`config.mk`:
```
export PLATFORM = sky130hd
export DESIGN_NAME = morse_tree_led_animator_unit_flat
export DESIGN_NICKNAME = d
export VERILOG_FILES = /design/src/mtla_pkg.sv /design/src/mtla_if.sv /design/src/mtla_ram.sv /design/src/mtla_ctrl.sv /design/src/mtla_datapath.sv /design/src/morse_tree_led_animator_unit.sv /design/src/flat_wrapper.sv
export SDC_FILE = /design/constraint.sdc
export NUM_CORES = 2
export LEC_CHECK = 0
export BUFFER_PORTS_ARGS = -buffer_cell sky130_fd_sc_hd__clkbuf_2
export CORE_ASPECT_RATIO = 1.5
export CORE_UTILIZATION = 28
export CTS_CLUSTER_SIZE = 24
export DETAILED_ROUTE_END_ITERATION = 8
export PLACE_DENSITY = 0.44
export SYNTH_ARGS = -nofsm -noshare
export SYNTH_HDL_FRONTEND = slang
export SYNTH_SLANG_ARGS = --single-unit
export TNS_END_PERCENT = 1
```
`constraint.sdc`:
```
create_clock -name clk -period 12 [get_ports clk]
set_clock_uncertainty 0.05 [all_clocks]
set_input_delay 2.4 -clock clk [delete_from_list [all_inputs] [get_ports clk]]
set_output_delay 2.4 -clock clk [all_outputs]
set_load 0.005 [all_outputs]
```
`src/mtla_pkg.sv`:
```
`timescale 1ns / 1ps
// Shared types, codes and constants of the Morse tree LED animator.
package mtla_pkg;

  localparam int LED_COUNT = 64;
  localparam logic [5:0] ROOT_NODE = 6'd1;
  localparam int CFG_IDX_W = 3;

  localparam logic [3:0] ACT_SHOW     = 4'd0;
  localparam logic [3:0] ACT_SET_MODE = 4'd1;
  localparam logic [3:0] ACT_TOGGLE   = 4'd2;
  localparam logic [3:0] ACT_LOCK     = 4'd3;
  localparam logic [3:0] ACT_ERROR    = 4'd4;
  localparam logic [3:0] ACT_CANCEL   = 4'd5;
  localparam logic [3:0] ACT_RAW      = 4'd6;
  localparam logic [3:0] ACT_TICK     = 4'd7;
  localparam logic [3:0] ACT_LOAD     = 4'd8;

  localparam logic [CFG_IDX_W-1:0] CFG_LOCK_STYLE   = 3'd0;
  localparam logic [CFG_IDX_W-1:0] CFG_LOCK_HOLD    = 3'd1;
  localparam logic [CFG_IDX_W-1:0] CFG_LOCK_COUNT   = 3'd2;
  localparam logic [CFG_IDX_W-1:0] CFG_LOCK_HALF    = 3'd3;
  localparam logic [CFG_IDX_W-1:0] CFG_ERR_COUNT    = 3'd4;
  localparam logic [CFG_IDX_W-1:0] CFG_ERR_HALF     = 3'd5;
  localparam logic [CFG_IDX_W-1:0] CFG_ALL_LEDS     = 3'd6;

  typedef enum logic [1:0] {
    ANIM_NONE  = 2'd0,
    ANIM_HOLD  = 2'd1,
    ANIM_BLINK = 2'd2,
    ANIM_ERR   = 2'd3
  } anim_t;

  typedef enum logic [1:0] {
    WSRC_ITEM = 2'd0,
    WSRC_CUR  = 2'd1,
    WSRC_ROOT = 2'd2,
    WSRC_ANIM = 2'd3
  } walk_src_t;

  typedef enum logic [1:0] {
    EMIT_FRAME = 2'd0,
    EMIT_BLINK = 2'd1,
    EMIT_RAW   = 2'd2
  } emit_sel_t;

  typedef struct packed {
    logic      capture;
    logic      op_show;
    logic      op_mode;
    logic      op_lock;
    logic      op_error;
    logic      op_idle;
    logic      op_end;
    logic      op_load;
    logic      walk_start;
    walk_src_t walk_src;
    logic      walk_single;
    logic      walk_rd;
    logic      walk_acc;
    logic      mul;
    logic      div_start;
    logic      div_step;
    logic      set_phase;
    logic      out_load;
    emit_sel_t emit_sel;
  } dp_cmd_t;

  typedef struct packed {
    logic [3:0] action;
    anim_t      kind;
    logic       style_blink;
    logic       hold_over;
    logic       blink_over;
    logic       walk_skip;
    logic       walk_last;
    logic       div_last;
    logic       phase_same;
    logic       out_free;
  } dp_sts_t;

endpackage

```
`src/mtla_if.sv`:
```
`timescale 1ns / 1ps
// Valid/ready channel interfaces for input items and LED frames.
interface mtla_in_if;
  logic        valid;
  logic        ready;
  logic [3:0]  action;
  logic [5:0]  node;
  logic        mode_path;
  logic [31:0] now_ms;
  logic [63:0] raw_bits;
  logic [5:0]  map_led;
  logic        map_has_led;

  modport source (
    output valid, action, node, mode_path, now_ms, raw_bits, map_led, map_has_led,
    input  ready
  );
  modport sink (
    input  valid, action, node, mode_path, now_ms, raw_bits, map_led, map_has_led,
    output ready
  );
endinterface

interface mtla_out_if;
  logic        valid;
  logic        ready;
  logic [63:0] led_bits;

  modport source (output valid, led_bits, input ready);
  modport sink (input valid, led_bits, output ready);
endinterface

```
`src/mtla_ram.sv`:
```
`timescale 1ns / 1ps
// Generic single-write, single-read RAM with registered read data.
module mtla_ram #(
  parameter int WIDTH = 8,
  parameter int DEPTH = 64
) (
  input  logic                                   clk,
  input  logic                                   we,
  input  logic [(DEPTH > 1 ? $clog2(DEPTH) : 1)-1:0] waddr,
  input  logic [WIDTH-1:0]                       wdata,
  input  logic                                   re,
  input  logic [(DEPTH > 1 ? $clog2(DEPTH) : 1)-1:0] raddr,
  output logic [WIDTH-1:0]                       rdata
);
  logic [WIDTH-1:0] mem [DEPTH];
  logic [WIDTH-1:0] rdata_r;

  always_ff @(posedge clk) begin
    if (we) begin
      mem[waddr] <= wdata;
    end
    if (re) begin
      rdata_r <= mem[raddr];
    end
  end

  assign rdata = rdata_r;
endmodule

```
`src/mtla_ctrl.sv`:
```
`timescale 1ns / 1ps
// Controller state machine that sequences each input beat through the datapath.
module mtla_ctrl (
  input  logic              clk,
  input  logic              rst_n,
  input  logic              in_valid,
  output logic              in_ready,
  input  mtla_pkg::dp_sts_t sts,
  output mtla_pkg::dp_cmd_t cmd
);
  import mtla_pkg::*;

  typedef enum logic [7:0] {
    ST_IDLE = 8'b0000_0001,
    ST_EXEC = 8'b0000_0010,
    ST_BCHK = 8'b0000_0100,
    ST_DIV  = 8'b0000_1000,
    ST_PCHK = 8'b0001_0000,
    ST_WRD  = 8'b0010_0000,
    ST_WACC = 8'b0100_0000,
    ST_EMIT = 8'b1000_0000
  } state_t;

  state_t    state_r, state_nxt;
  emit_sel_t emit_sel_r, emit_sel_nxt;

  assign in_ready = (state_r == ST_IDLE);

  always_comb begin
    state_nxt    = state_r;
    emit_sel_nxt = emit_sel_r;
    cmd          = '0;
    cmd.emit_sel = emit_sel_r;
    case (state_r)
      ST_IDLE: begin
        if (in_valid) begin
          cmd.capture = 1'b1;
          state_nxt   = ST_EXEC;
        end
      end
      ST_EXEC: begin
        emit_sel_nxt = EMIT_FRAME;
        state_nxt    = ST_IDLE;
        case (sts.action)
          ACT_SHOW: begin
            cmd.op_show    = 1'b1;
            cmd.walk_start = 1'b1;
            cmd.walk_src   = WSRC_ITEM;
            state_nxt      = ST_WRD;
          end
          ACT_SET_MODE, ACT_TOGGLE: begin
            cmd.op_mode = 1'b1;
            if (sts.kind == ANIM_NONE) begin
              cmd.walk_start = 1'b1;
              cmd.walk_src   = WSRC_CUR;
              state_nxt      = ST_WRD;
            end
          end
          ACT_LOCK: begin
            cmd.op_lock = 1'b1;
            if (!sts.style_blink) begin
              cmd.walk_start  = 1'b1;
              cmd.walk_src    = WSRC_ITEM;
              cmd.walk_single = 1'b1;
              state_nxt       = ST_WRD;
            end
          end
          ACT_ERROR: begin
            cmd.op_error = 1'b1;
          end
          ACT_CANCEL: begin
            cmd.op_idle = 1'b1;
          end
          ACT_RAW: begin
            cmd.op_idle  = 1'b1;
            emit_sel_nxt = EMIT_RAW;
            state_nxt    = ST_EMIT;
          end
          ACT_TICK: begin
            case (sts.kind)
              ANIM_HOLD: begin
                if (sts.hold_over) begin
                  cmd.op_end     = 1'b1;
                  cmd.walk_start = 1'b1;
                  cmd.walk_src   = WSRC_ROOT;
                  state_nxt      = ST_WRD;
                end
              end
              ANIM_BLINK, ANIM_ERR: begin
                cmd.mul   = 1'b1;
                state_nxt = ST_BCHK;
              end
              default: begin
                state_nxt = ST_IDLE;
              end
            endcase
          end
          ACT_LOAD: begin
            cmd.op_load = 1'b1;
          end
          default: begin
            state_nxt = ST_IDLE;
          end
        endcase
      end
      ST_BCHK: begin
        if (sts.blink_over) begin
          cmd.op_end     = 1'b1;
          cmd.walk_start = 1'b1;
          cmd.walk_src   = WSRC_ROOT;
          state_nxt      = ST_WRD;
        end else begin
          cmd.div_start = 1'b1;
          state_nxt     = ST_DIV;
        end
      end
      ST_DIV: begin
        cmd.div_step = 1'b1;
        if (sts.div_last) begin
          state_nxt = ST_PCHK;
        end
      end
      ST_PCHK: begin
        if (sts.phase_same) begin
          state_nxt = ST_IDLE;
        end else begin
          cmd.set_phase = 1'b1;
          emit_sel_nxt  = EMIT_BLINK;
          if (sts.kind == ANIM_BLINK) begin
            cmd.walk_start  = 1'b1;
            cmd.walk_src    = WSRC_ANIM;
            cmd.walk_single = 1'b1;
            state_nxt       = ST_WRD;
          end else begin
            state_nxt = ST_EMIT;
          end
        end
      end
      ST_WRD: begin
        if (sts.walk_skip) begin
          state_nxt = ST_EMIT;
        end else begin
          cmd.walk_rd = 1'b1;
          state_nxt   = ST_WACC;
        end
      end
      ST_WACC: begin
        cmd.walk_acc = 1'b1;
        state_nxt    = sts.walk_last ? ST_EMIT : ST_WRD;
      end
      ST_EMIT: begin
        if (sts.out_free) begin
          cmd.out_load = 1'b1;
          state_nxt    = ST_IDLE;
        end
      end
      default: begin
        state_nxt = ST_IDLE;
      end
    endcase
  end

  always_ff @(posedge clk) begin
    if (!rst_n) begin
      state_r    <= ST_IDLE;
      emit_sel_r <= EMIT_FRAME;
    end else begin
      state_r    <= state_nxt;
      emit_sel_r <= emit_sel_nxt;
    end
  end
endmodule

```
`src/mtla_datapath.sv`:
```
`timescale 1ns / 1ps
// Datapath: configuration, animation state, node map, path walker, divider and output.
module mtla_datapath #(
  parameter int NODE_COUNT = 64
) (
  input  logic                           clk,
  input  logic                           rst_n,
  input  mtla_pkg::dp_cmd_t              cmd,
  output mtla_pkg::dp_sts_t              sts,
  input  logic [3:0]                     in_action,
  input  logic [5:0]                     in_node,
  input  logic                           in_mode_path,
  input  logic [31:0]                    in_now_ms,
  input  logic [63:0]                    in_raw_bits,
  input  logic [5:0]                     in_map_led,
  input  logic                           in_map_has_led,
  input  logic                           cfg_we,
  input  logic [mtla_pkg::CFG_IDX_W-1:0] cfg_idx,
  input  logic [63:0]                    cfg_wdata,
  input  logic                           out_ready,
  output logic                           out_valid,
  output logic [63:0]                    out_led_bits
);
  import mtla_pkg::*;

  localparam int AW = (NODE_COUNT > 1) ? $clog2(NODE_COUNT) : 1;

  logic        style_r;
  logic [15:0] hold_r;
  logic [7:0]  lock_cnt_r;
  logic [15:0] lock_half_r;
  logic [7:0]  err_cnt_r;
  logic [15:0] err_half_r;
  logic [63:0] mask_r;

  logic [3:0]  act_r;
  logic [5:0]  node_r;
  logic        modep_r;
  logic [31:0] now_r;
  logic [63:0] raw_r;
  logic [5:0]  mled_r;
  logic        mhas_r;

  logic        mode_r, mode_nxt;
  logic [5:0]  cur_r;
  anim_t       kind_r;
  logic [5:0]  anode_r;
  logic [31:0] astart_r;
  logic [31:0] aphase_r;

  logic [5:0]  wnode_r, wsrc_node;
  logic        wsingle_r;
  logic [63:0] wacc_r;
  logic        rd_ok_r;
  logic [NODE_COUNT-1:0] map_vld_r;
  logic [AW-1:0] rd_addr, wr_addr;
  logic        rd_in_range, wr_in_range, map_we;
  logic [6:0]  rd_data;
  logic        bit_ok;
  logic [63:0] led_mask;

  logic [24:0] total_r;
  logic [23:0] prod;
  logic [7:0]  count_sel;
  logic [15:0] half_sel;
  logic [31:0] elapsed;

  logic [31:0] quo_r, quo_nxt;
  logic [15:0] rem_r, rem_nxt;
  logic [16:0] div_sh;
  logic [4:0]  dcnt_r;

  logic        out_valid_r;
  logic [63:0] out_bits_r;
  logic [63:0] emit_frame;

  assign elapsed   = now_r - astart_r;
  assign count_sel = (kind_r == ANIM_ERR) ? err_cnt_r : lock_cnt_r;
  assign half_sel  = (kind_r == ANIM_ERR) ? err_half_r : lock_half_r;
  assign prod      = 24'(count_sel) * 24'(half_sel);

  always_comb begin
    mode_nxt = mode_r;
    if (cmd.op_mode) begin
      mode_nxt = (act_r == ACT_SET_MODE) ? modep_r : ~mode_r;
    end
  end

  always_comb begin
    case (cmd.walk_src)
      WSRC_ITEM: wsrc_node = node_r;
      WSRC_CUR:  wsrc_node = cur_r;
      WSRC_ROOT: wsrc_node = ROOT_NODE;
      WSRC_ANIM: wsrc_node = anode_r;
      default:   wsrc_node = node_r;
    endcase
  end

  assign rd_addr     = AW'(wnode_r);
  assign rd_in_range = int'(wnode_r) < NODE_COUNT;
  assign wr_addr     = AW'(node_r);
  assign wr_in_range = int'(node_r) < NODE_COUNT;
  assign map_we      = cmd.op_load && wr_in_range;

  mtla_ram #(
    .WIDTH(7),
    .DEPTH(NODE_COUNT)
  ) u_map (
    .clk  (clk),
    .we   (map_we),
    .waddr(wr_addr),
    .wdata({mhas_r, mled_r}),
    .re   (cmd.walk_rd),
    .raddr(rd_addr),
    .rdata(rd_data)
  );

  assign bit_ok   = rd_ok_r && rd_data[6] && (int'(rd_data[5:0]) < LED_COUNT);
  assign led_mask = bit_ok ? (64'd1 << rd_data[5:0]) : 64'd0;

  assign div_sh = {rem_r, quo_r[31]};
  always_comb begin
    if (div_sh >= {1'b0, half_sel}) begin
      rem_nxt = 16'(div_sh - {1'b0, half_sel});
      quo_nxt = {quo_r[30:0], 1'b1};
    end else begin
      rem_nxt = div_sh[15:0];
      quo_nxt = {quo_r[30:0], 1'b0};
    end
  end

  always_comb begin
    case (cmd.emit_sel)
      EMIT_FRAME: emit_frame = wacc_r;
      EMIT_RAW:   emit_frame = raw_r;
      EMIT_BLINK: emit_frame = aphase_r[0] ? 64'd0 :
                               ((kind_r == ANIM_ERR) ? mask_r : wacc_r);
      default:    emit_frame = wacc_r;
    endcase
  end

  always_ff @(posedge clk) begin
    if (!rst_n) begin
      style_r     <= 1'b0;
      hold_r      <= 16'd500;
      lock_cnt_r  <= 8'd3;
      lock_half_r <= 16'd100;
      err_cnt_r   <= 8'd3;
      err_half_r  <= 16'd100;
      mask_r      <= '1;
    end else if (cfg_we) begin
      case (cfg_idx)
        CFG_LOCK_STYLE: style_r     <= cfg_wdata[0];
        CFG_LOCK_HOLD:  hold_r      <= cfg_wdata[15:0];
        CFG_LOCK_COUNT: lock_cnt_r  <= cfg_wdata[7:0];
        CFG_LOCK_HALF:  lock_half_r <= cfg_wdata[15:0];
        CFG_ERR_COUNT:  err_cnt_r   <= cfg_wdata[7:0];
        CFG_ERR_HALF:   err_half_r  <= cfg_wdata[15:0];
        CFG_ALL_LEDS:   mask_r      <= cfg_wdata;
        default: begin
        end
      endcase
    end
  end

  always_ff @(posedge clk) begin
    if (cmd.capture) begin
      act_r   <= in_action;
      node_r  <= in_node;
      modep_r <= in_mode_path;
      now_r   <= in_now_ms;
      raw_r   <= in_raw_bits;
      mled_r  <= in_map_led;
      mhas_r  <= in_map_has_led;
    end
    if (cmd.walk_start) begin
      wnode_r   <= wsrc_node;
      wsingle_r <= cmd.walk_single || !mode_nxt;
      wacc_r    <= 64'd0;
    end else if (cmd.walk_acc) begin
      wnode_r <= wnode_r >> 1;
      wacc_r  <= wacc_r | led_mask;
    end
    if (cmd.walk_rd) begin
      rd_ok_r <= rd_in_range && map_vld_r[rd_addr];
    end
    if (cmd.mul) begin
      total_r <= {prod, 1'b0};
    end
    if (cmd.div_start) begin
      quo_r  <= elapsed;
      rem_r  <= 16'd0;
      dcnt_r <= 5'd0;
    end else if (cmd.div_step) begin
      quo_r  <= quo_nxt;
      rem_r  <= rem_nxt;
      dcnt_r <= dcnt_r + 5'd1;
    end
    if (cmd.out_load) begin
      out_bits_r <= emit_frame;
    end
  end

  always_ff @(posedge clk) begin
    if (!rst_n) begin
      mode_r      <= 1'b0;
      cur_r       <= ROOT_NODE;
      kind_r      <= ANIM_NONE;
      anode_r     <= 6'd0;
      astart_r    <= 32'd0;
      aphase_r    <= '1;
      map_vld_r   <= '0;
      out_valid_r <= 1'b0;
    end else begin
      mode_r <= mode_nxt;
      if (cmd.op_show) begin
        kind_r <= ANIM_NONE;
        cur_r  <= node_r;
      end
      if (cmd.op_lock) begin
        anode_r  <= node_r;
        astart_r <= now_r;
        aphase_r <= '1;
        kind_r   <= style_r ? ANIM_BLINK : ANIM_HOLD;
      end
      if (cmd.op_error) begin
        kind_r   <= ANIM_ERR;
        astart_r <= now_r;
        aphase_r <= '1;
      end
      if (cmd.op_idle) begin
        kind_r <= ANIM_NONE;
      end
      if (cmd.op_end) begin
        kind_r <= ANIM_NONE;
        cur_r  <= ROOT_NODE;
      end
      if (cmd.set_phase) begin
        aphase_r <= quo_r;
      end
      if (map_we) begin
        map_vld_r[wr_addr] <= 1'b1;
      end
      if (cmd.out_load) begin
        out_valid_r <= 1'b1;
      end else if (out_ready) begin
        out_valid_r <= 1'b0;
      end
    end
  end

  always_comb begin
    sts.action      = act_r;
    sts.kind        = kind_r;
    sts.style_blink = style_r;
    sts.hold_over   = elapsed >= {16'd0, hold_r};
    sts.blink_over  = elapsed >= {7'd0, total_r};
    sts.walk_skip   = !wsingle_r && (wnode_r == 6'd0);
    sts.walk_last   = wsingle_r || (wnode_r[5:1] == 5'd0);
    sts.div_last    = (dcnt_r == 5'd31);
    sts.phase_same  = (quo_r == aphase_r);
    sts.out_free    = !out_valid_r || out_ready;
  end

  assign out_valid    = out_valid_r;
  assign out_led_bits = out_bits_r;
endmodule

```
`src/morse_tree_led_animator_unit.sv`:
```
`timescale 1ns / 1ps
// Top level of the Morse tree LED animator: controller, datapath and channel wiring.
//
// Items arrive on in_chan and are taken one at a time; a beat is accepted when
// valid and ready are both high. Each item may produce one LED frame beat on
// out_chan. Configuration registers are written through cfg_we, cfg_idx and
// cfg_wdata; the user must write them only while the block is idle, which the
// block itself does not enforce. Indexes beyond the register list are ignored.
// Show node and mode changes go through the path walk, which reads the node map
// once per tree level in path mode and once in single mode. A blink tick that
// changes phase passes through the 32-step bit-serial phase divider. The next
// item can be taken in the cycle after the previous one completes.
// The output frame sits in a register, so a new item is accepted while a frame
// still waits; if the receiver stalls, the block holds its next frame until the
// output register frees. Reset is synchronous and active low: it restores the
// register defaults, clears the node map to no LED and returns to single mode
// at the root with no animation.
module morse_tree_led_animator_unit #(
  parameter int NODE_COUNT = 64
) (
  input  logic                           clk,
  input  logic                           rst_n,
  mtla_in_if.sink                        in_chan,
  mtla_out_if.source                     out_chan,
  input  logic                           cfg_we,
  input  logic [mtla_pkg::CFG_IDX_W-1:0] cfg_idx,
  input  logic [63:0]                    cfg_wdata
);
  import mtla_pkg::*;

  dp_cmd_t cmd;
  dp_sts_t sts;

  mtla_ctrl u_ctrl (
    .clk     (clk),
    .rst_n   (rst_n),
    .in_valid(in_chan.valid),
    .in_ready(in_chan.ready),
    .sts     (sts),
    .cmd     (cmd)
  );

  mtla_datapath #(
    .NODE_COUNT(NODE_COUNT)
  ) u_dp (
    .clk           (clk),
    .rst_n         (rst_n),
    .cmd           (cmd),
    .sts           (sts),
    .in_action     (in_chan.action),
    .in_node       (in_chan.node),
    .in_mode_path  (in_chan.mode_path),
    .in_now_ms     (in_chan.now_ms),
    .in_raw_bits   (in_chan.raw_bits),
    .in_map_led    (in_chan.map_led),
    .in_map_has_led(in_chan.map_has_led),
    .cfg_we        (cfg_we),
    .cfg_idx       (cfg_idx),
    .cfg_wdata     (cfg_wdata),
    .out_ready     (out_chan.ready),
    .out_valid     (out_chan.valid),
    .out_led_bits  (out_chan.led_bits)
  );
endmodule

```
`src/flat_wrapper.sv`:
```
// flat-port wrapper written by rule: the top's interface ports become plain ports
module morse_tree_led_animator_unit_flat import mtla_pkg::*;
#(
  parameter int NODE_COUNT = 64
)
  (clk, rst_n, cfg_we, cfg_idx, cfg_wdata, in_chan_valid, in_chan_action, in_chan_node, in_chan_mode_path, in_chan_now_ms, in_chan_raw_bits, in_chan_map_led, in_chan_map_has_led, in_chan_ready, out_chan_valid, out_chan_led_bits, out_chan_ready);
  mtla_in_if in_chan_i ();
  mtla_out_if out_chan_i ();
  input  logic clk;
  input  logic rst_n;
  input  logic cfg_we;
  input  logic [mtla_pkg::CFG_IDX_W-1:0] cfg_idx;
  input  logic [63:0] cfg_wdata;
  input wire logic [$bits(in_chan_i.valid)-1:0] in_chan_valid;
  input wire logic [$bits(in_chan_i.action)-1:0] in_chan_action;
  input wire logic [$bits(in_chan_i.node)-1:0] in_chan_node;
  input wire logic [$bits(in_chan_i.mode_path)-1:0] in_chan_mode_path;
  input wire logic [$bits(in_chan_i.now_ms)-1:0] in_chan_now_ms;
  input wire logic [$bits(in_chan_i.raw_bits)-1:0] in_chan_raw_bits;
  input wire logic [$bits(in_chan_i.map_led)-1:0] in_chan_map_led;
  input wire logic [$bits(in_chan_i.map_has_led)-1:0] in_chan_map_has_led;
  output wire logic [$bits(in_chan_i.ready)-1:0] in_chan_ready;
  output wire logic [$bits(out_chan_i.valid)-1:0] out_chan_valid;
  output wire logic [$bits(out_chan_i.led_bits)-1:0] out_chan_led_bits;
  input wire logic [$bits(out_chan_i.ready)-1:0] out_chan_ready;
  assign in_chan_i.valid = in_chan_valid;
  assign in_chan_i.action = in_chan_action;
  assign in_chan_i.node = in_chan_node;
  assign in_chan_i.mode_path = in_chan_mode_path;
  assign in_chan_i.now_ms = in_chan_now_ms;
  assign in_chan_i.raw_bits = in_chan_raw_bits;
  assign in_chan_i.map_led = in_chan_map_led;
  assign in_chan_i.map_has_led = in_chan_map_has_led;
  assign in_chan_ready = in_chan_i.ready;
  assign out_chan_valid = out_chan_i.valid;
  assign out_chan_led_bits = out_chan_i.led_bits;
  assign out_chan_i.ready = out_chan_ready;
  morse_tree_led_animator_unit #(.NODE_COUNT(NODE_COUNT)) u_core (.clk(clk), .rst_n(rst_n), .in_chan(in_chan_i), .out_chan(out_chan_i), .cfg_we(cfg_we), .cfg_idx(cfg_idx), .cfg_wdata(cfg_wdata));
endmodule
```
==> out/metrics.yaml <==
yosys:
  syn_nets: 4405
  async_flop_share_pct: 0
  ys_seq_area_share_pct: 58.8
  synth_ff_type: "edfxtp_1"
  synth_top_area_share_pct: 43.5
  yosys_warnings: 0
  yosysTopAreaCell: "edfxtp_1"
  netlist_top_cells_area: "edfxtp_1 (43%), dfxtp_1 (15%), mux4_2 (5.0%)"
  syn_area_um2: 48100
  synth-edff-count: 697
  ys_seq_elements: 1065
  synthCells: 3998
  syn_area_per_cell_um2: 12.0
  yosysUniqueCellTypes: 77
placement:
  gp_congestion: 0.803
  io_buffers: 251
  dp_cells: 6368
  detailed_place.area_um2: 51900
  dp_hpwl_um: 101000
die:
  die_h_um: 510
  core_um2: 171000
  die_x_um: 340
  rows: 186
  initial_core_util_pct: 28.1
  die_area_um2: 174000
  io_pins: 252
critical_path:
  path_max_fanout: 39
  crit_family: "compound AO/OA/AOI/OAI gates"
  slowest_delay_ps: 840
  crit_path_top_delay_cell: "nand3_2"
  endpoint_kind: "register"
  r2r_cells: 18
  cp.required_ps: 12330
  path_cells: "ha_1, nor2b_1, o2111ai_1, a31oi_1, o22ai_1, o21ai_0, xor2_1, ha_1, and4_1, a211oi_1, a31oi_1, a2111oi_0, o21ai_0, nor3_1, nand3_2, and2_1, inv_1, buf_4"
  path_class: "reg2reg"
  critical_path_depth: 18
  cp-start-kind: "register"
  worstPathArrival_ps: 7650
  startpoint: "u_core.u_dp.now_r[1]"
  cp_num_buf_inv: 2
  r2r_start: "u_core.u_dp.now_r[1]"
power:
  comb_power_share_pct: 5.6
  p_switching_mw: 1.86
  p_per_area_nw_per_um2: 143
  seqPwrFrac_pct: 50.0
  p_int_mw: 6.13
  leakage_nw: 20.0
  swShare_pct: 23.3
  p_clk_share_pct: 44.4
  irDropWorstVdd_mv: 0.104
worst_hold_path:
  min_from: "u_core.u_dp.map_vld_r[45]"
  hold_depth: 1
  worst_hold_path_type: "reg2reg"
timing:
  finalCritPeriodShare_pct: 61.0
  final_max_slew_viol_count: 0
  finalSetupTns_ps: 0
  worstMarginPinSlew_ps: 1220
  hold_slack_ps: 411
  finalHoldViolations: 0
  fmax_ghz: 0.137
  period_minus_slack_ps: 7320
  timing.slew.headroom_pct: 17.1
  grt_setup_unrepaired: "false"
  setup_violations: 0
clocking:
  ctsHoldBuffers: 0
  path_clk_slew_ps: 60
  clockRootBuffer: "clkbuf_16"
  post-cts-setup-buffers: 0
  clk_latency_ps: 750
  numCtsBuffers: 112
  htree_levels: 3
  clock-sinks: 1065
  clock_path_buffers: 3
  cts_resized: 0
  cts_tree: "built"
route:
  dr.first_iter.drc_count: 1946
  postRouteAntennaNets: 0
  vias_per_cell: 4.84
  via_count: 31900
  routedWlPerCell_um: 22.3
  routed_wl_um: 147000
  route.detailed.drc: 0
  first_pass_iters: 5
global_routing:
  grt_first_pass_wirelength_um: 217000
  grt_max_degree: 121
  grt_pass1_vias: 32400
  grt_usage_pct: 16.7
  antenna_found_initial: 8
  overflow: 0
layout:
  area_growth_syn_to_layout_pct: 15.7
  final_area_um2: 55700
  drive_above_1_share_pct: 15.3
  post_layout_nonfiller_instances: 6585
  regArea_um2: 28300
  fillCellCount: 17200
  fin_nets: 4633
  multi_input_area_um2: 18400
run_status:
  status: "finished clean"
run:
  drv_cap: 0
## final timing paths
check | endpoint | slack (ps)
hold reg to reg | u_core.u_dp.map_vld_r[45] | 410
setup reg to reg | u_core.u_dp.quo_r[2] | 4680
setup / recovery | u_core.u_dp.quo_r[2] | 4680
hold / removal | u_core.u_dp.map_vld_r[45] | 410
## layer usage
metal / up-vias / routed length (um) / GRT usage [%]
li1: 14900 / - / -
met1: 16000 / 59900 / 19.9
met4: 12 / 4150 / 5.34
met5: - / 90 / 0
met3: 217 / 5770 / 2.16
met2: 704 / 76900 / 30.9
## power by group through the flow
stage / clock [mW] / sequential, mW / combinational, mW
floorplan: 0 / 4.08 / 0.250
global placement: 0 / 4.07 / 0.457
detailed placement: 0 / 4.08 / 0.460
CTS: 3.66 / 4.00 / 0.463
global route: 3.78 / 4.00 / 0.500
finish: 3.54 / 4.00 / 0.448
## flip-flops by register name (all words and copies together), names as in the netlist, 7 cells and up
name	flops
u_core.u_dp.mask_r	64
u_core.u_ctrl.state_r	8
u_core.u_dp.err_half_r	16
u_core.u_dp.wacc_r	64
u_core.u_dp.map_vld_r	64
u_core.u_dp.out_led_bits	64
u_core.u_dp.lock_half_r	16
u_core.u_dp.aphase_r	32
u_core.u_dp.u_map.mem	448
u_core.u_dp.now_r	32
u_core.u_dp.quo_r	32
u_core.u_dp.astart_r	32
u_core.u_dp.u_map.rdata	7
u_core.u_dp.total_r	24
u_core.u_dp.raw_r	64
u_core.u_dp.rem_r	16
u_core.u_dp.hold_r	16
u_core.u_dp.lock_cnt_r	8
u_core.u_dp.err_cnt_r	8
## worst register-to-register path, delay by kind of cell, from the launching register on
family | cells | cell delay (ps)
and+or+nand+nor | 5 | 2420
xor gates and xnor gates | 1 | 410
buffers and inverters | 2 | 530
DFF | 1 | 440
adders and majority gates | 2 | 630
AOI/OAI and AO/OA | 8 | 2470
## placed cells by master (no fill, tap or decap), types with 134 or more instances in the layout
cell and count:
edfxtp_1 697, nand2_1 575, dfxtp_1 368, nor2_1 309, clkbuf_2 250, inv_1 208
a21oi_1 166, o21ai_0 147, ha_1 134
## per-stage QoR
step	setup slack [ps]	utilization [%]	total power [mW]
finish	4680	32.6	7.99
global placement	4640	30.4	4.53
CTS	4560	32.6	8.12
floorplan	5860	-	4.33
detailed placement	4620	30.4	4.54
global route	4130	32.6	8.28
## cells in the mapped netlist (21+ instances only)
| library cell | n |
|---|---|
| xor2_1 | 54 |
| ha_1 | 135 |
| mux4_2 | 107 |
| nor2_1 | 311 |
| and2_1 | 21 |
| nand2_1 | 575 |
| o21a_1 | 73 |
| nand3_1 | 116 |
| dfxtp_1 | 368 |
| a21boi_0 | 94 |
| mux2_2 | 47 |
| a21oi_1 | 166 |
| xnor2_1 | 36 |
| clkbuf_1 | 158 |
| a22oi_1 | 66 |
| inv_1 | 208 |
| o22ai_1 | 55 |
| nor2b_1 | 21 |
| nor3_1 | 47 |
| fa_1 | 86 |
| edfxtp_1 | 697 |
| buf_1 | 27 |
| o21ai_0 | 147 |
| mux2i_1 | 103 |
## cells by family after synthesis
group | Yosys count | synth area share, %
xor+xnor | 90 | 1.64
flops | 1065 | 58.8
mux | 258 | 8.27
simple gates | 1215 | 10.9
compound gates | 751 | 10.1
buf+inv | 398 | 3.14
fa+ha+maj | 221 | 7.09
## final cells by class
class                   instances  area share, %
well taps                    2256           5.07
clock inverters                46          0.914
clock buffers                 168           5.81
repair buffers                303           3.00
inverters                     209           1.41
flip-flops and latches       1065           50.8
diodes                          3         0.0135
multi-input cells            2535           33.0
Power figures use the tool's default switching activity.
